--- config.mk ---
export PLATFORM = sky130hd
export DESIGN_NAME = syringe_homing_sequencer_unit
export DESIGN_NICKNAME = d
export VERILOG_FILES = /design/src/hw/rtl/shs_pkg.sv /design/src/hw/rtl/shs_div.sv /design/src/hw/rtl/shs_seq.sv /design/src/hw/rtl/syringe_homing_sequencer_unit.sv
export VERILOG_INCLUDE_DIRS = /design/src /design/src/hw/rtl
export SDC_FILE = /design/constraint.sdc
export NUM_CORES = 1
export LEC_CHECK = 0
export BUFFER_PORTS_ARGS = -buffer_cell sky130_fd_sc_hd__buf_4
export CORE_MARGIN = 3
export CORE_UTILIZATION = 35
export DETAILED_ROUTE_END_ITERATION = 6
export HOLD_SLACK_MARGIN = 0.1
export PLACE_DENSITY = 0.55
export SYNTH_ARGS = -nofsm -noshare
export SYNTH_HDL_FRONTEND = slang
export SYNTH_SLANG_ARGS = --single-unit
--- constraint.sdc ---
create_clock -name i_clk -period 7.95 [get_ports i_clk]
set_input_delay 1.59 -clock i_clk [delete_from_list [all_inputs] [get_ports i_clk]]
set_output_delay 1.59 -clock i_clk [all_outputs]
set_load 0.05 [all_outputs]
--- src/hw/rtl/syringe_homing_sequencer_unit_assert.svh ---
// Assertion macros shared by the syringe homing sequencer RTL.
`ifndef SYRINGE_HOMING_SEQUENCER_UNIT_ASSERT_SVH
`define SYRINGE_HOMING_SEQUENCER_UNIT_ASSERT_SVH

// Same-cycle implication, checked outside of reset.
`define SHS_ASSERT_NOW(label, clk, rst_n, ante, cons) \
    label: assert property (@(posedge clk) disable iff (!rst_n) (ante) |-> (cons)) \
        else $error("same-cycle check failed");

// Next-cycle implication, checked outside of reset.
`define SHS_ASSERT_NEXT(label, clk, rst_n, ante, cons) \
    label: assert property (@(posedge clk) disable iff (!rst_n) (ante) |=> (cons)) \
        else $error("next-cycle check failed");

`endif

--- src/hw/rtl/shs_pkg.sv ---
// Package with the types and constants of the syringe homing sequencer.
package shs_pkg;

    // Field widths.
    localparam int VOL_W      = 20;
    localparam int DIVIDEND_W = 22;
    localparam int DIVISOR_W  = 21;
    localparam int QUOT_W     = 22;
    localparam int STEPS_W    = 12;

    // Sequencer constants.
    localparam logic [2:0]        DEBOUNCE_STEPS   = 3'd4;
    localparam logic [15:0]       HOMING_STEPS     = 16'd2100;
    localparam logic [QUOT_W-1:0] HOMING_THRESHOLD = 22'd2000;
    localparam logic [VOL_W-1:0]  MAX_VOLUME_NL    = 20'd1000000;
    localparam logic [VOL_W-1:0]  VPS_RESET        = 20'd500;
    localparam logic [2:0]        CNT_MAX          = 3'd7;

    // Operation codes.
    localparam logic [2:0] OP_START = 3'd0;
    localparam logic [2:0] OP_STOP  = 3'd1;
    localparam logic [2:0] OP_STEP  = 3'd2;
    localparam logic [2:0] OP_POLL  = 3'd3;
    localparam logic [2:0] OP_ARM   = 3'd4;

    // Reply codes.
    localparam logic [2:0] RPL_OK        = 3'd0;
    localparam logic [2:0] RPL_ERROR     = 3'd1;
    localparam logic [2:0] RPL_BUSY      = 3'd2;
    localparam logic [2:0] RPL_PARAM_ERR = 3'd3;
    localparam logic [2:0] RPL_NONE      = 3'd4;

    // Motor commands.
    localparam logic [2:0] CMD_NONE      = 3'd0;
    localparam logic [2:0] CMD_FWD       = 3'd1;
    localparam logic [2:0] CMD_BWD       = 3'd2;
    localparam logic [2:0] CMD_IMM_STOP  = 3'd3;
    localparam logic [2:0] CMD_REQ_STOP  = 3'd4;

    // Move results.
    localparam logic [2:0] RES_FINISHED    = 3'd0;
    localparam logic [2:0] RES_STOPPED     = 3'd1;
    localparam logic [2:0] RES_DRIVER_ERR  = 3'd2;
    localparam logic [2:0] RES_FAILED      = 3'd3;
    localparam logic [2:0] RES_NOT_REACHED = 3'd4;
    localparam logic [2:0] RES_NOT_LEFT    = 3'd5;

    // Syringe states.
    localparam logic [2:0] ST_IDLE      = 3'd0;
    localparam logic [2:0] ST_EXTRACT   = 3'd1;
    localparam logic [2:0] ST_DRAIN     = 3'd2;
    localparam logic [2:0] ST_TO_SENSOR = 3'd3;
    localparam logic [2:0] ST_TO_ZERO   = 3'd4;

    // One input item.
    typedef struct packed {
        logic [2:0]       operation;
        logic             direction;
        logic [VOL_W-1:0] volume_nl;
        logic             use_default_profile;
        logic             sensor_blocked;
        logic             motor_idle;
        logic             motor_fault;
        logic             motor_start_ok;
    } t_in_item;

    // One result item.
    typedef struct packed {
        logic [2:0]         reply_code;
        logic [2:0]         motor_command;
        logic [STEPS_W-1:0] motor_steps;
        logic               motor_default_profile;
        logic               driver_check;
        logic               event_valid;
        logic [2:0]         move_result;
        logic [2:0]         syringe_state;
    } t_out_item;

    // Divider request and response.
    typedef struct packed {
        logic                  start;
        logic [DIVIDEND_W-1:0] dividend;
        logic [DIVISOR_W-1:0]  divisor;
    } t_div_req;

    typedef struct packed {
        logic              done;
        logic [QUOT_W-1:0] quotient;
    } t_div_rsp;

endpackage

--- src/hw/rtl/shs_div.sv ---
// Serial restoring divider, one quotient bit per cycle.
`include "syringe_homing_sequencer_unit_assert.svh"

module shs_div (
    input  logic              i_clk,
    input  logic              i_rst_n,
    input  shs_pkg::t_div_req i_req,
    output shs_pkg::t_div_rsp o_rsp
);
    import shs_pkg::*;

    localparam int CNT_W = $clog2(QUOT_W + 1);

    logic                 r_run;
    logic                 r_done;
    logic [CNT_W-1:0]     r_cnt;
    logic [QUOT_W-1:0]    r_q;
    logic [DIVISOR_W-1:0] r_rem;
    logic [DIVISOR_W-1:0] r_div;

    logic [DIVISOR_W:0]   rem_sh;
    logic                 fits;
    logic [DIVISOR_W:0]   diff;

    // Shift in the next dividend bit and try the subtraction.
    always_comb begin
        rem_sh = {r_rem, r_q[QUOT_W-1]};
        fits   = rem_sh >= {1'b0, r_div};
        diff   = rem_sh - {1'b0, r_div};
    end

    // Control: run flag, iteration counter and done pulse.
    always_ff @(posedge i_clk) begin
        if (!i_rst_n) begin
            r_run  <= 1'b0;
            r_done <= 1'b0;
            r_cnt  <= '0;
        end else begin
            r_done <= 1'b0;
            if (i_req.start) begin
                r_run <= 1'b1;
                r_cnt <= CNT_W'(QUOT_W);
            end else if (r_run) begin
                r_cnt <= r_cnt - 1'b1;
                if (r_cnt == CNT_W'(1)) begin
                    r_run  <= 1'b0;
                    r_done <= 1'b1;
                end
            end
        end
    end

    // Datapath: the dividend register fills with quotient bits from the bottom.
    always_ff @(posedge i_clk) begin
        if (i_req.start) begin
            r_q   <= i_req.dividend;
            r_rem <= '0;
            r_div <= i_req.divisor;
        end else if (r_run) begin
            r_q   <= {r_q[QUOT_W-2:0], fits};
            r_rem <= fits ? diff[DIVISOR_W-1:0] : rem_sh[DIVISOR_W-1:0];
        end
    end

    assign o_rsp.done     = r_done;
    assign o_rsp.quotient = r_q;

    `SHS_ASSERT_NOW(a_run_has_count, i_clk, i_rst_n, r_run, r_cnt != '0)
    `SHS_ASSERT_NOW(a_no_restart, i_clk, i_rst_n, i_req.start, !r_run)
    `SHS_ASSERT_NEXT(a_done_after_last, i_clk, i_rst_n, r_run && r_cnt == CNT_W'(1), r_done)

endmodule

--- src/hw/rtl/shs_seq.sv ---
// Command sequencer: state machine, step debounce and result register.
`include "syringe_homing_sequencer_unit_assert.svh"

module shs_seq (
    input  logic                            i_clk,
    input  logic                            i_rst_n,
    input  logic                            i_in_valid,
    output logic                            o_in_stall,
    input  shs_pkg::t_in_item               i_in_item,
    output logic                            o_out_valid,
    input  logic                            i_out_stall,
    output shs_pkg::t_out_item              o_out_item,
    input  logic [shs_pkg::VOL_W-1:0]       i_vol_per_step,
    output shs_pkg::t_div_req               o_div_req,
    input  shs_pkg::t_div_rsp               i_div_rsp,
    output logic [2:0]                      o_seq_state
);
    import shs_pkg::*;

    logic [2:0] r_seq, n_seq;
    logic [2:0] r_cnt, n_cnt;
    logic       r_stop, n_stop;
    logic       r_phase, n_phase;
    logic       r_armed, n_armed;
    logic       r_busy, n_busy;
    logic       r_dir, n_dir;
    logic       r_dflt, n_dflt;
    logic       r_out_valid, n_out_valid;
    t_out_item  r_out_item, n_out_item;

    logic       accept;
    logic       load_out;
    logic       launch;
    logic       vol_bad;
    logic       fin;
    logic [2:0] fin_res;
    logic       hit;
    logic [2:0] cnt_inc;
    logic       blk_active;

    // Input is held while the divider runs or a result still waits.
    assign o_in_stall = r_busy | (r_out_valid & i_out_stall);
    assign accept     = i_in_valid & ~o_in_stall;
    assign vol_bad    = (i_in_item.volume_nl == '0) || (i_in_item.volume_nl > MAX_VOLUME_NL);
    assign launch     = accept && i_in_item.operation == OP_START && !vol_bad
                        && r_seq == ST_IDLE && i_in_item.motor_start_ok;

    // Divider launch with rounding: (2v + f) / (2f).
    assign o_div_req.start    = launch;
    assign o_div_req.dividend = {1'b0, i_in_item.volume_nl, 1'b0} + {2'b00, i_vol_per_step};
    assign o_div_req.divisor  = {i_vol_per_step, 1'b0};

    // Debounce helpers for a step item.
    always_comb begin
        blk_active = (r_seq == ST_DRAIN) || (r_seq == ST_TO_SENSOR)
                     || (r_seq == ST_TO_ZERO && !r_phase);
        hit        = (r_seq == ST_TO_ZERO) ? !i_in_item.sensor_blocked
                                           : i_in_item.sensor_blocked;
        cnt_inc    = (r_cnt < CNT_MAX) ? r_cnt + 3'd1 : r_cnt;
    end

    // Next state and result of the item at hand.
    always_comb begin
        n_seq      = r_seq;
        n_cnt      = r_cnt;
        n_stop     = r_stop;
        n_phase    = r_phase;
        n_armed    = r_armed;
        n_busy     = r_busy;
        n_dir      = r_dir;
        n_dflt     = r_dflt;
        load_out   = 1'b0;
        fin        = 1'b0;
        fin_res    = RES_FINISHED;
        n_out_item = '0;
        n_out_item.reply_code = RPL_NONE;

        if (r_busy) begin
            // Step count is ready: issue the start.
            if (i_div_rsp.done) begin
                n_busy   = 1'b0;
                load_out = 1'b1;
                n_out_item.reply_code            = RPL_OK;
                n_out_item.motor_default_profile = r_dflt;
                if (!r_dir) begin
                    n_out_item.motor_command = CMD_FWD;
                    n_out_item.motor_steps   = (|i_div_rsp.quotient[QUOT_W-1:STEPS_W])
                        ? {STEPS_W{1'b1}} : i_div_rsp.quotient[STEPS_W-1:0];
                    n_seq = ST_EXTRACT;
                end else begin
                    n_out_item.motor_command = CMD_BWD;
                    if (i_div_rsp.quotient >= HOMING_THRESHOLD) begin
                        n_out_item.motor_steps = HOMING_STEPS[STEPS_W-1:0];
                        n_seq = ST_TO_SENSOR;
                    end else begin
                        n_out_item.motor_steps = i_div_rsp.quotient[STEPS_W-1:0];
                        n_seq = ST_DRAIN;
                    end
                end
                n_phase = 1'b1;
                n_stop  = 1'b0;
            end
        end else if (accept) begin
            load_out = 1'b1;
            unique case (i_in_item.operation)
                OP_START: begin
                    if (vol_bad) begin
                        n_out_item.reply_code = RPL_PARAM_ERR;
                    end else if (r_seq != ST_IDLE) begin
                        n_out_item.reply_code = RPL_BUSY;
                    end else begin
                        n_cnt = '0;
                        if (!i_in_item.motor_start_ok) begin
                            n_out_item.reply_code = RPL_ERROR;
                        end else begin
                            // Result follows when the divider is done.
                            load_out = 1'b0;
                            n_busy   = 1'b1;
                            n_dir    = i_in_item.direction;
                            n_dflt   = i_in_item.use_default_profile;
                        end
                    end
                end
                OP_STOP: begin
                    if (r_seq != ST_IDLE) begin
                        n_stop = 1'b1;
                        n_out_item.motor_command = CMD_REQ_STOP;
                        n_out_item.reply_code    = RPL_OK;
                    end else begin
                        n_out_item.reply_code = RPL_ERROR;
                    end
                end
                OP_STEP: begin
                    if (blk_active) begin
                        if (hit) begin
                            n_cnt = cnt_inc;
                            if (cnt_inc >= DEBOUNCE_STEPS) begin
                                if (r_seq == ST_DRAIN) begin
                                    n_seq = ST_TO_SENSOR;
                                end
                                n_out_item.motor_command = CMD_IMM_STOP;
                            end
                        end else begin
                            n_cnt = '0;
                        end
                    end
                    if ((blk_active || r_seq == ST_EXTRACT) && i_in_item.motor_fault) begin
                        n_out_item.motor_command = CMD_IMM_STOP;
                    end
                end
                OP_POLL: begin
                    if (r_seq == ST_EXTRACT || r_seq == ST_DRAIN) begin
                        fin     = i_in_item.motor_idle;
                        fin_res = r_stop ? RES_STOPPED
                                : (i_in_item.motor_fault ? RES_DRIVER_ERR : RES_FINISHED);
                    end else if (r_seq == ST_TO_SENSOR) begin
                        if (i_in_item.motor_idle) begin
                            if (r_stop) begin
                                fin = 1'b1; fin_res = RES_STOPPED;
                            end else if (i_in_item.motor_fault) begin
                                fin = 1'b1; fin_res = RES_DRIVER_ERR;
                            end else if (!i_in_item.sensor_blocked) begin
                                fin = 1'b1; fin_res = RES_NOT_REACHED;
                            end else begin
                                n_seq   = ST_TO_ZERO;
                                n_phase = 1'b1;
                            end
                        end
                    end else if (r_seq == ST_TO_ZERO) begin
                        if (r_phase) begin
                            // First tick of the move back to zero issues its start.
                            n_phase = 1'b0;
                            if (!i_in_item.motor_start_ok) begin
                                fin = 1'b1; fin_res = RES_FAILED;
                            end else begin
                                n_out_item.motor_command         = CMD_FWD;
                                n_out_item.motor_steps           = HOMING_STEPS[STEPS_W-1:0];
                                n_out_item.motor_default_profile = 1'b1;
                            end
                        end else if (i_in_item.motor_idle) begin
                            fin = 1'b1;
                            if (r_stop) begin
                                fin_res = RES_STOPPED;
                            end else if (i_in_item.motor_fault) begin
                                fin_res = RES_DRIVER_ERR;
                            end else if (i_in_item.sensor_blocked) begin
                                fin_res = RES_NOT_LEFT;
                            end else begin
                                fin_res = RES_FINISHED;
                            end
                        end
                    end
                end
                OP_ARM: begin
                    n_armed = 1'b1;
                    n_out_item.reply_code = RPL_OK;
                end
                default: begin
                    n_out_item.reply_code = RPL_NONE;
                end
            endcase
        end

        // End of a sequence: report and return to idle.
        if (fin) begin
            n_out_item.driver_check = (fin_res != RES_FINISHED) && (fin_res != RES_STOPPED);
            if (r_armed) begin
                n_out_item.event_valid = 1'b1;
                n_out_item.move_result = fin_res;
            end
            n_armed = 1'b0;
            n_seq   = ST_IDLE;
            n_phase = 1'b1;
        end

        n_out_item.syringe_state = n_seq;
        n_out_valid = load_out | (r_out_valid & i_out_stall);
    end

    // Control registers.
    always_ff @(posedge i_clk) begin
        if (!i_rst_n) begin
            r_seq       <= ST_IDLE;
            r_cnt       <= '0;
            r_stop      <= 1'b0;
            r_phase     <= 1'b0;
            r_armed     <= 1'b0;
            r_busy      <= 1'b0;
            r_out_valid <= 1'b0;
        end else begin
            r_seq       <= n_seq;
            r_cnt       <= n_cnt;
            r_stop      <= n_stop;
            r_phase     <= n_phase;
            r_armed     <= n_armed;
            r_busy      <= n_busy;
            r_out_valid <= n_out_valid;
        end
    end

    // Payload registers.
    always_ff @(posedge i_clk) begin
        r_dir  <= n_dir;
        r_dflt <= n_dflt;
        if (load_out) begin
            r_out_item <= n_out_item;
        end
    end

    assign o_out_valid = r_out_valid;
    assign o_out_item  = r_out_item;
    assign o_seq_state = r_seq;

    `SHS_ASSERT_NOW(a_busy_stalls, i_clk, i_rst_n, r_busy, o_in_stall)
    `SHS_ASSERT_NOW(a_done_when_busy, i_clk, i_rst_n, i_div_rsp.done, r_busy)
    `SHS_ASSERT_NEXT(a_launch_busy, i_clk, i_rst_n, launch, r_busy && !r_out_valid)

endmodule

--- src/hw/rtl/syringe_homing_sequencer_unit.sv ---
// Top level of the syringe homing sequencer: calibration register and unit wiring.
//
//  Channel   Signals                          Moves
//  --------  -------------------------------  ---------------------------------
//  in        i_in_valid, o_in_stall, i_in_item  one command or motor event item
//  out       o_out_valid, i_out_stall, o_out_item one result item per input item
//  config    i_cfg_we, i_cfg_data             volume per step in nanolitres
//
// A start item that passes its checks runs the serial divider, one quotient bit per
// cycle; its result goes to the output register once the divider is done.
// Every other item gives its result in the output register the cycle after acceptance.
// Reset is synchronous and active low; the calibration register resets to 500.
// The input stalls while the divider runs or while a result waits under an output stall.
`include "syringe_homing_sequencer_unit_assert.svh"

module syringe_homing_sequencer_unit (
    input  logic                      i_clk,
    input  logic                      i_rst_n,
    input  logic                      i_in_valid,
    output logic                      o_in_stall,
    input  shs_pkg::t_in_item         i_in_item,
    output logic                      o_out_valid,
    input  logic                      i_out_stall,
    output shs_pkg::t_out_item        o_out_item,
    input  logic                      i_cfg_we,
    input  logic [shs_pkg::VOL_W-1:0] i_cfg_data
);
    import shs_pkg::*;

    logic [VOL_W-1:0] r_vps;
    logic [2:0]       seq_state;
    t_div_req         div_req;
    t_div_rsp         div_rsp;

    // Calibration register: zero and writes outside idle are ignored.
    always_ff @(posedge i_clk) begin
        if (!i_rst_n) begin
            r_vps <= VPS_RESET;
        end else if (i_cfg_we && i_cfg_data != '0 && seq_state == ST_IDLE) begin
            r_vps <= i_cfg_data;
        end
    end

    shs_seq u_seq (
        .i_clk          (i_clk),
        .i_rst_n        (i_rst_n),
        .i_in_valid     (i_in_valid),
        .o_in_stall     (o_in_stall),
        .i_in_item      (i_in_item),
        .o_out_valid    (o_out_valid),
        .i_out_stall    (i_out_stall),
        .o_out_item     (o_out_item),
        .i_vol_per_step (r_vps),
        .o_div_req      (div_req),
        .i_div_rsp      (div_rsp),
        .o_seq_state    (seq_state)
    );

    shs_div u_div (
        .i_clk   (i_clk),
        .i_rst_n (i_rst_n),
        .i_req   (div_req),
        .o_rsp   (div_rsp)
    );

    `SHS_ASSERT_NOW(a_vps_nonzero, i_clk, i_rst_n, 1'b1, r_vps != '0)
    `SHS_ASSERT_NEXT(a_vps_held_busy, i_clk, i_rst_n, seq_state != ST_IDLE, $stable(r_vps))
    `SHS_ASSERT_NOW(a_div_when_idle, i_clk, i_rst_n, div_req.start, seq_state == ST_IDLE)

endmodule
==> results of run 1 <==
path summary, 6_finish.rpt:
check / endpoint / start / cells past startpoint / slack (ns)
max: u_div.r_q[5] / i_in_item[18] / 7 / 3.14
min: u_div.r_rem[5] / u_div.r_rem[4] / 2 / 0.49
max reg2reg: u_div.r_rem[15] / u_div.r_div[5] / 9 / 4.71
min reg2reg: u_div.r_rem[5] / u_div.r_rem[4] / 2 / 0.49
state kept, by name, summed over array words and instances (netlist names):
name and flops:
r_vps 20, u_div.r_cnt 5, u_div.r_div 20, u_div.r_done 1, u_div.r_q 22, u_div.r_rem 21, u_div.r_run 1, u_seq.o_out_item 27
u_seq.o_out_valid 1, u_seq.o_seq_state 3, u_seq.r_armed 1, u_seq.r_busy 1, u_seq.r_cnt 3, u_seq.r_dflt 1, u_seq.r_dir 1, u_seq.r_phase 1
u_seq.r_stop 1
through the flow:
stage / power, mW / util / area (um2) / setup slack, ns / hold slack, ns
detailed placement: 1.53 / 0.404 / 8330 / 2.59 / 0.488
global placement: 1.53 / 0.404 / 8330 / 2.71 / 0.481
global route: 2.43 / 0.433 / 8920 / 2.86 / 0.525
CTS: 2.31 / 0.433 / 8920 / 3.03 / 0.497
finish: 2.29 / 0.433 / 8920 / 3.14 / 0.490
floorplan: 1.36 / - / 7490 / 3.86 / 0.430
power groups by stage:
stage               clock, mW  combinational (mW)  sequential [mW]
finish                  0.776               0.675            0.840
global route            0.824               0.759            0.850
CTS                     0.790               0.679            0.840
detailed placement          0               0.675            0.853
global placement            0               0.675            0.855
floorplan                   0               0.504            0.859
synthesized netlist by cell type, drive strengths merged (15+ instances only):
master  number
xnor2       21
dfxtp       59
clkbuf      21
o21ai       54
nor2b       19
nand3       20
ha          42
mux2i       22
a31oi       19
inv         40
a21oi       41
nand2      102
edfxtp      71
nor2        69
nand4       15
final cells by class:
| class | instances | area, um2 |
|---|---|---|
| clock buffers | 21 | 514 |
| well taps | 270 | 338 |
| fillers | 2018 | 11700 |
| repair buffers | 86 | 646 |
| flip-flops and latches | 130 | 3310 |
| multi-input cells | 607 | 3880 |
| inverters | 40 | 150 |
| clock inverters | 11 | 82.6 |
logic make-up after synthesis:
group | Yosys count | synth area share
adder cells (fa/ha/maj) | 44 | 0.0755
multiplexers | 23 | 0.0309
flip-flops | 130 | 0.443
AO/OA/AOI/OAI | 203 | 0.175
XOR/XNOR | 33 | 0.0386
buffers and inverters | 72 | 0.0393
AND/OR/NAND/NOR | 304 | 0.198
layer usage:
metal	GRT usage	vias up
met1	0.239	2894
met4	0.0411	0
met2	0.264	87
met5	0	-
li1	-	3120
met3	0.0358	12
worst max-delay path: cells and delay by family:
| kind | cells | cell delay [ns] |
|---|---|---|
| simple gates | 4 | 2.50 |
| compound gates | 2 | 0.62 |
| buf+inv | 1 | 0.12 |
==> results.sh, run 1 <==
export IMPL_area_growth_syn_to_layout_pct=19.2
export IMPL_drt_pass1_iter_count=4
export IMPL_grt_max_degree=46
export IMPL_synth_yosys_warnings=0
export IMPL_final_setup_viol_count=0
export IMPL_synth_edf_count=71
export IMPL_core_region_area_mm2=0.0206
export IMPL_dp_final_hpwl_um=14800
export IMPL_grt_use_total=0.169
export IMPL_synth_yosys_seq_area_share=0.443
export IMPL_clockBufferDepth=2
export IMPL_cts_hold_buffers=0
export IMPL_start_kind="input pin"
export IMPL_timing_final_crit_period_ns=4.81
export IMPL_critical_path_slowest_cell="sky130_fd_sc_hd__nand2_1"
export IMPL_grt_first_pass_wirelength_um=31500
export IMPL_share_clk_of_total_power=0.339
export IMPL_cts_htree_levels=4
export IMPL_worst_slew_pin_slew_ns=0.983
export IMPL_antenna_found_initial=0
export IMPL_endpoint_type_of_the_worst_setup_path="flip-flop"
export IMPL_cellLeakagePower_nw=3.67
export IMPL_ant_nets=0
export IMPL_postCtsSetupBuffers=0
export IMPL_routedLengthMet1_um=9620
export IMPL_worstSkewPairLatency_ns=0.42
export IMPL_synthCells=809
export IMPL_crit_path_max_fanout=38
export IMPL_met2RoutedLength_um=9080
export IMPL_fin_worst_skew_ns=0.0119
export IMPL_cell_internal_pwr_mw=1.52
export IMPL_drt_wl_total_um=19600
export IMPL_fin_nets=980
export IMPL_synth_ff_latch_count=130
export IMPL_diode_count=0
export IMPL_rsz0062_at_grt="no"
export IMPL_timing_hold_worst_class="reg2reg"
export IMPL_die_area_mm2=0.0232
export IMPL_timing_critical_path_cells="buf_4 > or4_1 > o2bb2ai_1 > o31ai_1 > and3_4 > nand4_2 > nand2_1"
export IMPL_cts_resized_gates=0
export IMPL_gp_congestion=0.876
export IMPL_crit_required_ns=7.98
export IMPL_dr_max_layer_used="met4"
export IMPL_max_vdd_ir_drop_uv=112
export IMPL_status="completed"
export IMPL_routed_wire_length_per_instance_um=16.9
export IMPL_critical_path_arrival_ns=4.84
export IMPL_drt_iter0_markers=365
export IMPL_slew_viol_final=0
export IMPL_drive_above_1_share=0.149
export IMPL_most_common_layout_cells="sky130_fd_sc_hd__nand2_1, sky130_fd_sc_hd__buf_4, sky130_fd_sc_hd__edfxtp_1, sky130_fd_sc_hd__nor2_1, sky130_fd_sc_hd__dfxtp_1"
export IMPL_aggregate_global_routing_overflow=0
export IMPL_first_global_vias=5844
export IMPL_io_buffer_count=82
export IMPL_top_level_i_o_count=83
export IMPL_power_per_cell_area_mw_per_mm2=257
export IMPL_seqPwrFrac=0.367
export IMPL_post_place_cells=1133
export IMPL_initial_core_util=0.363
export IMPL_cap_viol_max_count=0
export IMPL_final_hold_viol_count=0
export IMPL_dr_wl_met3_um=730
export IMPL_clock_transition_time_at_the_flip_flop_clock_pins_of_the_worst_setup_and_hold_paths_ns=0.06
export IMPL_yosys_area_top_type="sky130_fd_sc_hd__edfxtp_1"
export IMPL_max_clock_freq_mhz=208
export IMPL_die_height_um=152
export IMPL_sw_frac_of_total=0.335
export IMPL_async_flop_share=0
export IMPL_slew_limit_headroom=0.343
export IMPL_numCtsBuffers=17
export IMPL_max_stage_delay_ns=1.01
export IMPL_setup_tns_ns=0
export IMPL_post_synth_main_area_contributors="sky130_fd_sc_hd__edfxtp_1, sky130_fd_sc_hd__dfxtp_1, sky130_fd_sc_hd__ha_1"
export IMPL_ctsRootBufferMaster="sky130_fd_sc_hd__clkbuf_16"
export IMPL_criticalPathCategory="in2reg"
export IMPL_final_cells=1165
export IMPL_horizontal_die_dimension_um=152
export IMPL_yosysUniqueCellTypes=68
export IMPL_comb_power_share=0.294
export IMPL_avgViaCountPerCell=5.25
export IMPL_via_count=6113
export IMPL_post_synthesis_instance_area_mm2=0.00749
export IMPL_synth_flop_cell="sky130_fd_sc_hd__edfxtp_1"
export IMPL_layout_commonest_cell="sky130_fd_sc_hd__nand2_1"
export IMPL_timing_final_crit_share=0.605
export IMPL_drc=0
export IMPL_synthesis_area_per_instance_um2=9.25
export IMPL_tritoncts="built"
export IMPL_cts_num_sinks=130
export IMPL_rows=52
export IMPL_synthDominantCellAreaShare=0.285
export IMPL_postSynthNetCount=907
export IMPL_power_switching_uw=767
Power figures use the tool's default switching activity.
==> inputs of run 2 (changes only) <==
--- a/config.mk
+++ b/config.mk
@@ -6,12 +6,13 @@
 export SDC_FILE = /design/constraint.sdc
 export NUM_CORES = 1
 export LEC_CHECK = 0
+export ABC_AREA = 1
 export BUFFER_PORTS_ARGS = -buffer_cell sky130_fd_sc_hd__buf_4
 export CORE_MARGIN = 3
 export CORE_UTILIZATION = 35
 export DETAILED_ROUTE_END_ITERATION = 6
 export HOLD_SLACK_MARGIN = 0.1
-export PLACE_DENSITY = 0.55
+export PLACE_DENSITY = 0.57
 export SYNTH_ARGS = -nofsm -noshare
 export SYNTH_HDL_FRONTEND = slang
 export SYNTH_SLANG_ARGS = --single-unit
==> constraint.sdc (replaced) <==
create_clock -name i_clk -period 3.88 [get_ports i_clk]
set_input_delay 0.776 -clock i_clk [delete_from_list [all_inputs] [get_ports i_clk]]
set_output_delay 0.776 -clock i_clk [all_outputs]
set_load 0.05 [all_outputs]
==> results.sh, run 2 <==
export IMPL_layout_commonest_cell="sky130_fd_sc_hd__nand2_1"
export IMPL_place_area_mm2=0.00933
export IMPL_dp_final_hpwl_um=17800
export IMPL_finalCoreUtilization=0.421
export IMPL_dp_worst_setup_slack_ns=0.996
export IMPL_slew_viol_final=0
export IMPL_worst_slew_pin_slew_ns=0.637
export IMPL_top_level_i_o_count=83
export IMPL_rows=56
export IMPL_worst_setup_slack_for_register_to_register_paths_ns=1.26
export IMPL_synth_yosys_warnings=0
export IMPL_fin_worst_skew_ns=0.0132
export IMPL_seqPwrFrac=0.411
export IMPL_cellLeakagePower_nw=4.67
export IMPL_grt_max_degree=55
export IMPL_criticalPathCategory="reg2reg"
export IMPL_antenna_found_initial=0
export IMPL_synthesis_area_per_instance_um2=7.48
export IMPL_rsz0062_at_grt="no"
export IMPL_ctsRootBufferMaster="sky130_fd_sc_hd__clkbuf_16"
export IMPL_clockBufferDepth=2
export IMPL_clock_transition_time_at_the_flip_flop_clock_pins_of_the_worst_setup_and_hold_paths_ns=0.06
export IMPL_setup_tns_ns=0
export IMPL_async_flop_share=0
export IMPL_slew_limit_headroom=0.574
export IMPL_timing_final_crit_share=0.676
export IMPL_cap_viol_max_count=0
export IMPL_post_place_cells=1510
export IMPL_worst_slack_ns=1.26
export IMPL_cts_num_sinks=130
export IMPL_postCtsSetupBuffers=0
export IMPL_sw_frac_of_total=0.287
export IMPL_aggregate_global_routing_overflow=0
export IMPL_status="completed"
export IMPL_cell_internal_pwr_mw=2.70
export IMPL_comb_power_share=0.154
export IMPL_final_hold_viol_count=0
export IMPL_max_vdd_ir_drop_uv=192
export IMPL_horizontal_die_dimension_um=161
export IMPL_avgViaCountPerCell=4.82
export IMPL_synthDominantCellAreaShare=0.253
export IMPL_fin_nets=1308
export IMPL_yosys_area_top_type="sky130_fd_sc_hd__edfxtp_1"
export IMPL_diode_count=0
export IMPL_synth_flop_cell="sky130_fd_sc_hd__edfxtp_1"
export IMPL_synth_edf_count=71
export IMPL_synth_most_common_cell="sky130_fd_sc_hd__nand2_1"
export IMPL_timing_hold_worst_class="reg2reg"
export IMPL_most_common_layout_cells="sky130_fd_sc_hd__nand2_1, sky130_fd_sc_hd__inv_1, sky130_fd_sc_hd__nor2_1, sky130_fd_sc_hd__nand3_1, sky130_fd_sc_hd__buf_4"
export IMPL_numCtsBuffers=17
export IMPL_drt_pass1_iter_count=5
export IMPL_yosysUniqueCellTypes=48
export IMPL_worstReg2RegStart="u_div.r_div[17]"
export IMPL_final_cells=1542
export IMPL_tritoncts="built"
export IMPL_post_synthesis_instance_area_mm2=0.00844
export IMPL_area_growth_syn_to_layout_pct=17.7
export IMPL_crit_path_max_fanout=39
export IMPL_initial_core_util=0.357
export IMPL_crit_required_ns=4.19
export IMPL_synthCells=1127
export IMPL_drc=0
export IMPL_synth_ff_latch_count=130
export IMPL_power_per_cell_area_mw_per_mm2=381
export IMPL_grt_use_total=0.178
export IMPL_drt_iter0_markers=349
export IMPL_cts_htree_levels=4
export IMPL_grt_first_pass_wirelength_um=37000
export IMPL_timing_final_crit_period_ns=2.62
export IMPL_via_count=7428
export IMPL_gp_congestion=0.904
export IMPL_worstHoldStart="r_vps[0]"
export IMPL_die_height_um=161
export IMPL_critical_path_arrival_ns=2.93
export IMPL_drt_wl_total_um=22800
export IMPL_io_buffer_count=82
export IMPL_endpoint_type_of_the_worst_setup_path="flip-flop"
export IMPL_die_area_mm2=0.0260
export IMPL_start_kind="flip-flop"
export IMPL_power_switching_mw=1.09
export IMPL_largest_register_ff_count=27
export IMPL_cts_hold_buffers=0
export IMPL_synthTopCellsByCount="sky130_fd_sc_hd__nand2_1, sky130_fd_sc_hd__inv_1, sky130_fd_sc_hd__nor2_1, sky130_fd_sc_hd__nand3_1, sky130_fd_sc_hd__edfxtp_1"
export IMPL_cts_resized_gates=0
export IMPL_drive_above_1_share=0.155
export IMPL_worst_setup_path_startpoint="u_div.r_div[17]"
export IMPL_first_global_vias=7341
export IMPL_share_clk_of_total_power=0.435
export IMPL_finish_instance_area_mm2=0.00993
export IMPL_post_synth_main_area_contributors="sky130_fd_sc_hd__edfxtp_1, sky130_fd_sc_hd__dfxtp_1, sky130_fd_sc_hd__nand2_1"
export IMPL_core_region_area_mm2=0.0236
export IMPL_routed_wire_length_per_instance_um=14.8
export IMPL_postSynthNetCount=1225
export IMPL_worstSkewPairLatency_ns=0.42
export IMPL_ant_nets=0
export IMPL_final_setup_viol_count=0
export IMPL_max_clock_freq_mhz=381
export IMPL_synth_yosys_seq_area_share=0.393
## run 2: cell count changes after synthesis, moves of 15 or more
| cell | delta |
|---|---|
| sky130_fd_sc_hd__nand2_1 | +194 |
| sky130_fd_sc_hd__nor2b_1 | -19 |
| sky130_fd_sc_hd__inv_1 | +98 |
| sky130_fd_sc_hd__nand3_1 | +70 |
| sky130_fd_sc_hd__mux2i_1 | -22 |
| sky130_fd_sc_hd__nor2_1 | +47 |
| sky130_fd_sc_hd__nand2_2 | +17 |
| sky130_fd_sc_hd__a21oi_1 | +15 |
## run 2: cell type report
class,count,area (um2)
clock inverters,14,165
flip-flops and latches,130,3310
multi-input cells,830,4430
inverters,145,544
well taps,319,399
clock buffers,18,439
repair buffers,86,646
fillers,2481,13700
## run 2: stage by stage
| stage | hold slack, ns | power, mW |
|---|---|---|
| 6_report | 0.484 | 3.78 |
| 5_1_grt | 0.514 | 3.94 |
| 4_1_cts | 0.491 | 3.83 |
| 3_5_place_dp | 0.480 | 2.17 |
| 3_3_place_gp | 0.475 | 2.17 |
| 2_1_floorplan | 0.431 | 1.96 |
## run 2: logic make-up after synthesis
kind of cell | Yosys count | synth area share
AO/OA/AOI/OAI | 142 | 0.0909
XOR/XNOR | 27 | 0.0280
adder cells (fa/ha/maj) | 44 | 0.0670
buffers and inverters | 167 | 0.0826
flip-flops | 130 | 0.393
AND/OR/NAND/NOR | 617 | 0.339
## run 2: worst max-delay path, cell delays in order, from the launching register on
cell,delay (ns)
sky130_fd_sc_hd__edfxtp_1,0.34
sky130_fd_sc_hd__inv_1,0.05
sky130_fd_sc_hd__ha_1,0.35
sky130_fd_sc_hd__a21oi_1,0.26
sky130_fd_sc_hd__nand2_1,0.14
sky130_fd_sc_hd__a21oi_2,0.21
sky130_fd_sc_hd__nand4_4,0.50
sky130_fd_sc_hd__or2_2,0.51
sky130_fd_sc_hd__nand3_2,0.08
sky130_fd_sc_hd__nand2_1,0.05
## run 2: power groups by stage
stage | Clock, mW | Combinational (mW) | Sequential [mW]
floorplan | 0 | 0.334 | 1.62
global placement | 0 | 0.582 | 1.58
detailed placement | 0 | 0.583 | 1.58
CTS | 1.69 | 0.586 | 1.55
global route | 1.73 | 0.646 | 1.56
finish | 1.65 | 0.583 | 1.55
## run 2: final timing paths
path                            cells after the start              end
worst max-delay path                                9  u_div.r_rem[12]
worst min-delay path                                0   u_div.r_div[1]
worst min register to register                      0   u_div.r_div[1]
worst max register to register                      9  u_div.r_rem[12]
## run 2: layer usage
metal  vias to the layer above  routed length [um]  track usage
li1                       3870                   -            -
met1                      3396               10300        0.228
met2                       127               11100        0.303
met3                        35                 773       0.0313
met4                         0                 549       0.0610
met5                         -                   0            0
==> inputs of run 3 (changes only) <==
--- a/config.mk
+++ b/config.mk
@@ -6,13 +6,13 @@
 export SDC_FILE = /design/constraint.sdc
 export NUM_CORES = 1
 export LEC_CHECK = 0
-export ABC_AREA = 1
+export ABC_AREA = 0
 export BUFFER_PORTS_ARGS = -buffer_cell sky130_fd_sc_hd__buf_4
 export CORE_MARGIN = 3
 export CORE_UTILIZATION = 35
 export DETAILED_ROUTE_END_ITERATION = 6
 export HOLD_SLACK_MARGIN = 0.1
-export PLACE_DENSITY = 0.57
+export PLACE_DENSITY = 0.55
 export SYNTH_ARGS = -nofsm -noshare
 export SYNTH_HDL_FRONTEND = slang
 export SYNTH_SLANG_ARGS = --single-unit
==> constraint.sdc (replaced) <==
create_clock -name i_clk -period 2.5 [get_ports i_clk]
set_input_delay 0.5 -clock i_clk [delete_from_list [all_inputs] [get_ports i_clk]]
set_output_delay 0.5 -clock i_clk [all_outputs]
set_load 0.05 [all_outputs]
==> results.sh, run 3 (synthesis gave the netlist of run 1 again) <==
export IMPL_critical_path_arrival_ns=2.88
export IMPL_place_area_mm2=0.00919
export IMPL_via_count=6589
export IMPL_cell_internal_pwr_mw=5.75
export IMPL_endpoint_type_of_the_worst_setup_path="flip-flop"
export IMPL_timing_final_crit_period_ns=2.56
export IMPL_drt_pass1_iter_count=5
export IMPL_worstHoldStart="i_in_item[4]"
export IMPL_ant_nets=0
export IMPL_timing_hold_worst_endpoint="u_seq.r_dflt"
export IMPL_rows=52
export IMPL_reg2reg_to="u_div.r_rem[1]"
export IMPL_crit_required_ns=2.82
export IMPL_first_global_vias=6256
export IMPL_grt_first_pass_wirelength_um=33400
export IMPL_status="finished, violations left"
export IMPL_sw_frac_of_total=0.323
export IMPL_routedLengthMet1_um=10300
export IMPL_max_vdd_ir_drop_uv=478
export IMPL_horizontal_die_dimension_um=152
export IMPL_numCtsBuffers=17
export IMPL_share_clk_of_total_power=0.302
export IMPL_drc=0
export IMPL_grt_use_total=0.180
export IMPL_grt_max_degree=45
export IMPL_dp_final_hpwl_um=16200
export IMPL_hold_ws_ns=0.276
export IMPL_slew_viol_final=0
export IMPL_cap_viol_max_count=0
export IMPL_violations="negative setup slack"
export IMPL_cts_num_sinks=130
export IMPL_avgViaCountPerCell=5.14
export IMPL_clock_transition_time_at_the_flip_flop_clock_pins_of_the_worst_setup_and_hold_paths_ns=0.05
export IMPL_crit_path_max_fanout=5
export IMPL_worst_slack_ns=-0.0644
export IMPL_comb_power_share=0.383
export IMPL_layout_commonest_cell="sky130_fd_sc_hd__buf_4"
export IMPL_initial_core_util=0.363
export IMPL_antenna_found_initial=0
export IMPL_min_delay_path_depth=1
export IMPL_die_area_mm2=0.0232
export IMPL_final_setup_viol_count=5
export IMPL_core_region_area_mm2=0.0206
export IMPL_worstReg2RegStart="u_div.r_div[6]"
export IMPL_dr_max_layer_used="met4"
export IMPL_largest_register_ff_count=27
export IMPL_criticalPathCategory="reg2reg"
export IMPL_seqPwrFrac=0.315
export IMPL_timing_final_crit_share=1.03
export IMPL_start_kind="flip-flop"
export IMPL_ctsRootBufferMaster="sky130_fd_sc_hd__clkbuf_16"
export IMPL_io_buffer_count=82
export IMPL_die_height_um=152
export IMPL_aggregate_global_routing_overflow=0
export IMPL_clockBufferDepth=2
export IMPL_gp_congestion=0.914
export IMPL_routed_wire_length_per_instance_um=16.7
export IMPL_worstSkewPairLatency_ns=0.42
export IMPL_top_level_i_o_count=83
export IMPL_cts_hold_buffers=0
export IMPL_dr_wl_met3_um=923
export IMPL_worst_setup_slack_for_register_to_register_paths_ns=-0.06
export IMPL_timing_hold_worst_class="in2reg"
export IMPL_worstRegToRegCells=10
export IMPL_max_clock_freq_mhz=390
export IMPL_drive_above_1_share=0.286
export IMPL_power_per_cell_area_mw_per_mm2=834
export IMPL_cts_htree_levels=4
export IMPL_fin_worst_skew_ns=0.00897
export IMPL_rsz0062_at_grt="yes"
export IMPL_most_common_layout_cells="sky130_fd_sc_hd__buf_4, sky130_fd_sc_hd__nand2_1, sky130_fd_sc_hd__edfxtp_1, sky130_fd_sc_hd__nor2_1, sky130_fd_sc_hd__dfxtp_1"
export IMPL_worst_setup_path_startpoint="u_div.r_div[6]"
export IMPL_drt_wl_total_um=21400
export IMPL_met2RoutedLength_um=9980
export IMPL_final_hold_viol_count=0
export IMPL_slew_limit_headroom=0.556
export IMPL_fin_nets=1096
export IMPL_area_growth_syn_to_layout_pct=36.1
export IMPL_power_switching_mw=2.75
export IMPL_diode_count=0
export IMPL_cellLeakagePower_nw=4.26
export IMPL_worst_slew_pin_slew_ns=0.666
export IMPL_drt_iter0_markers=407
export IMPL_finish_instance_area_mm2=0.0102
export IMPL_tritoncts="built"
[run 3: cell types whose count changed in the layout (fill, tap and decap cells not counted), moves of 10 or more]
cell                       delta
sky130_fd_sc_hd__a21oi_1     -20
sky130_fd_sc_hd__a31oi_1     +12
sky130_fd_sc_hd__buf_4      +111
sky130_fd_sc_hd__inv_1      -102
sky130_fd_sc_hd__mux2i_1     +22
sky130_fd_sc_hd__nand2_1    -195
sky130_fd_sc_hd__nand2_2     -17
sky130_fd_sc_hd__nand2b_1    +10
sky130_fd_sc_hd__nand3_1     -71
sky130_fd_sc_hd__nand3_2     -10
sky130_fd_sc_hd__nor2_1      -47
sky130_fd_sc_hd__nor2b_1     +18
sky130_fd_sc_hd__o21ai_1     -12
[run 3: worst max-delay path, cell delays in order, from the launching register on]
cell and delay [ns]:
sky130_fd_sc_hd__edfxtp_1 0.39, sky130_fd_sc_hd__inv_2 0.07, sky130_fd_sc_hd__ha_4 0.26, sky130_fd_sc_hd__nand4_1 0.14, sky130_fd_sc_hd__or3_4 0.46, sky130_fd_sc_hd__o211ai_4 0.21
sky130_fd_sc_hd__a2111oi_4 0.05, sky130_fd_sc_hd__or2_4 0.28, sky130_fd_sc_hd__buf_6 0.13, sky130_fd_sc_hd__or4_1 0.39, sky130_fd_sc_hd__o311ai_1 0.08
[run 3: routing by layer]
metal  global-route usage  vias up
li1                     -     3334
met1                0.259     3090
met2                0.277      145
met5                    0        -
met3               0.0338       20
met4               0.0509        0
[run 3: timing repair]
action                     CTS  global route
gates cloned                 0             1
setup endpoints to repair   22            30
setup buffers                5             4
gates resized for setup     19            42
pin swaps                   15            25
[run 3: power groups by stage]
stage          Sequential [mW]  Clock (mW)  Combinational, mW
2_1_floorplan             2.73           0               1.61
3_3_place_gp              2.69           0               2.82
3_5_place_dp              2.68           0               2.82
4_1_cts                   2.65        2.60               2.95
5_1_grt                   2.70        2.70               3.58
6_report                  2.68        2.56               3.26
[run 3: final cells by class]
type,count,area [um2]
inverter,40,150
clock inverter,12,164
tap,270,338
multi-input combinational,607,4240
clock buffer,20,437
fill,1933,10400
sequential,130,3310
timing repair buffer,202,1540
[run 3: worst max-delay path by stage]
stage | endpoint | slack (ns) | cells after the start
3_5_place_dp | u_div.r_q[19] | -0.31 | 10
2_1_floorplan | u_div.r_q[0] | 0.01 | 8
3_3_place_gp | u_div.r_q[19] | -0.21 | 10
6_report | u_div.r_rem[1] | -0.06 | 10
5_1_grt | u_div.r_rem[1] | -0.16 | 10
4_1_cts | u_div.r_rem[1] | -0.04 | 10
[run 3: metrics by stage]
step	power, mW	setup TNS, ns	worst slack (ns)	cells	utilization
final	8.50	-0.164	-0.0644	1281	0.494
after detailed placement	5.51	-24.36	-0.306	1240	0.445
after CTS	8.20	-0.0898	-0.0400	1276	0.480
after global placement	5.51	-17.08	-0.207	1240	0.445
after global routing	8.99	-0.925	-0.156	1281	0.494
after floorplan	4.34	0	0.0121	809	-
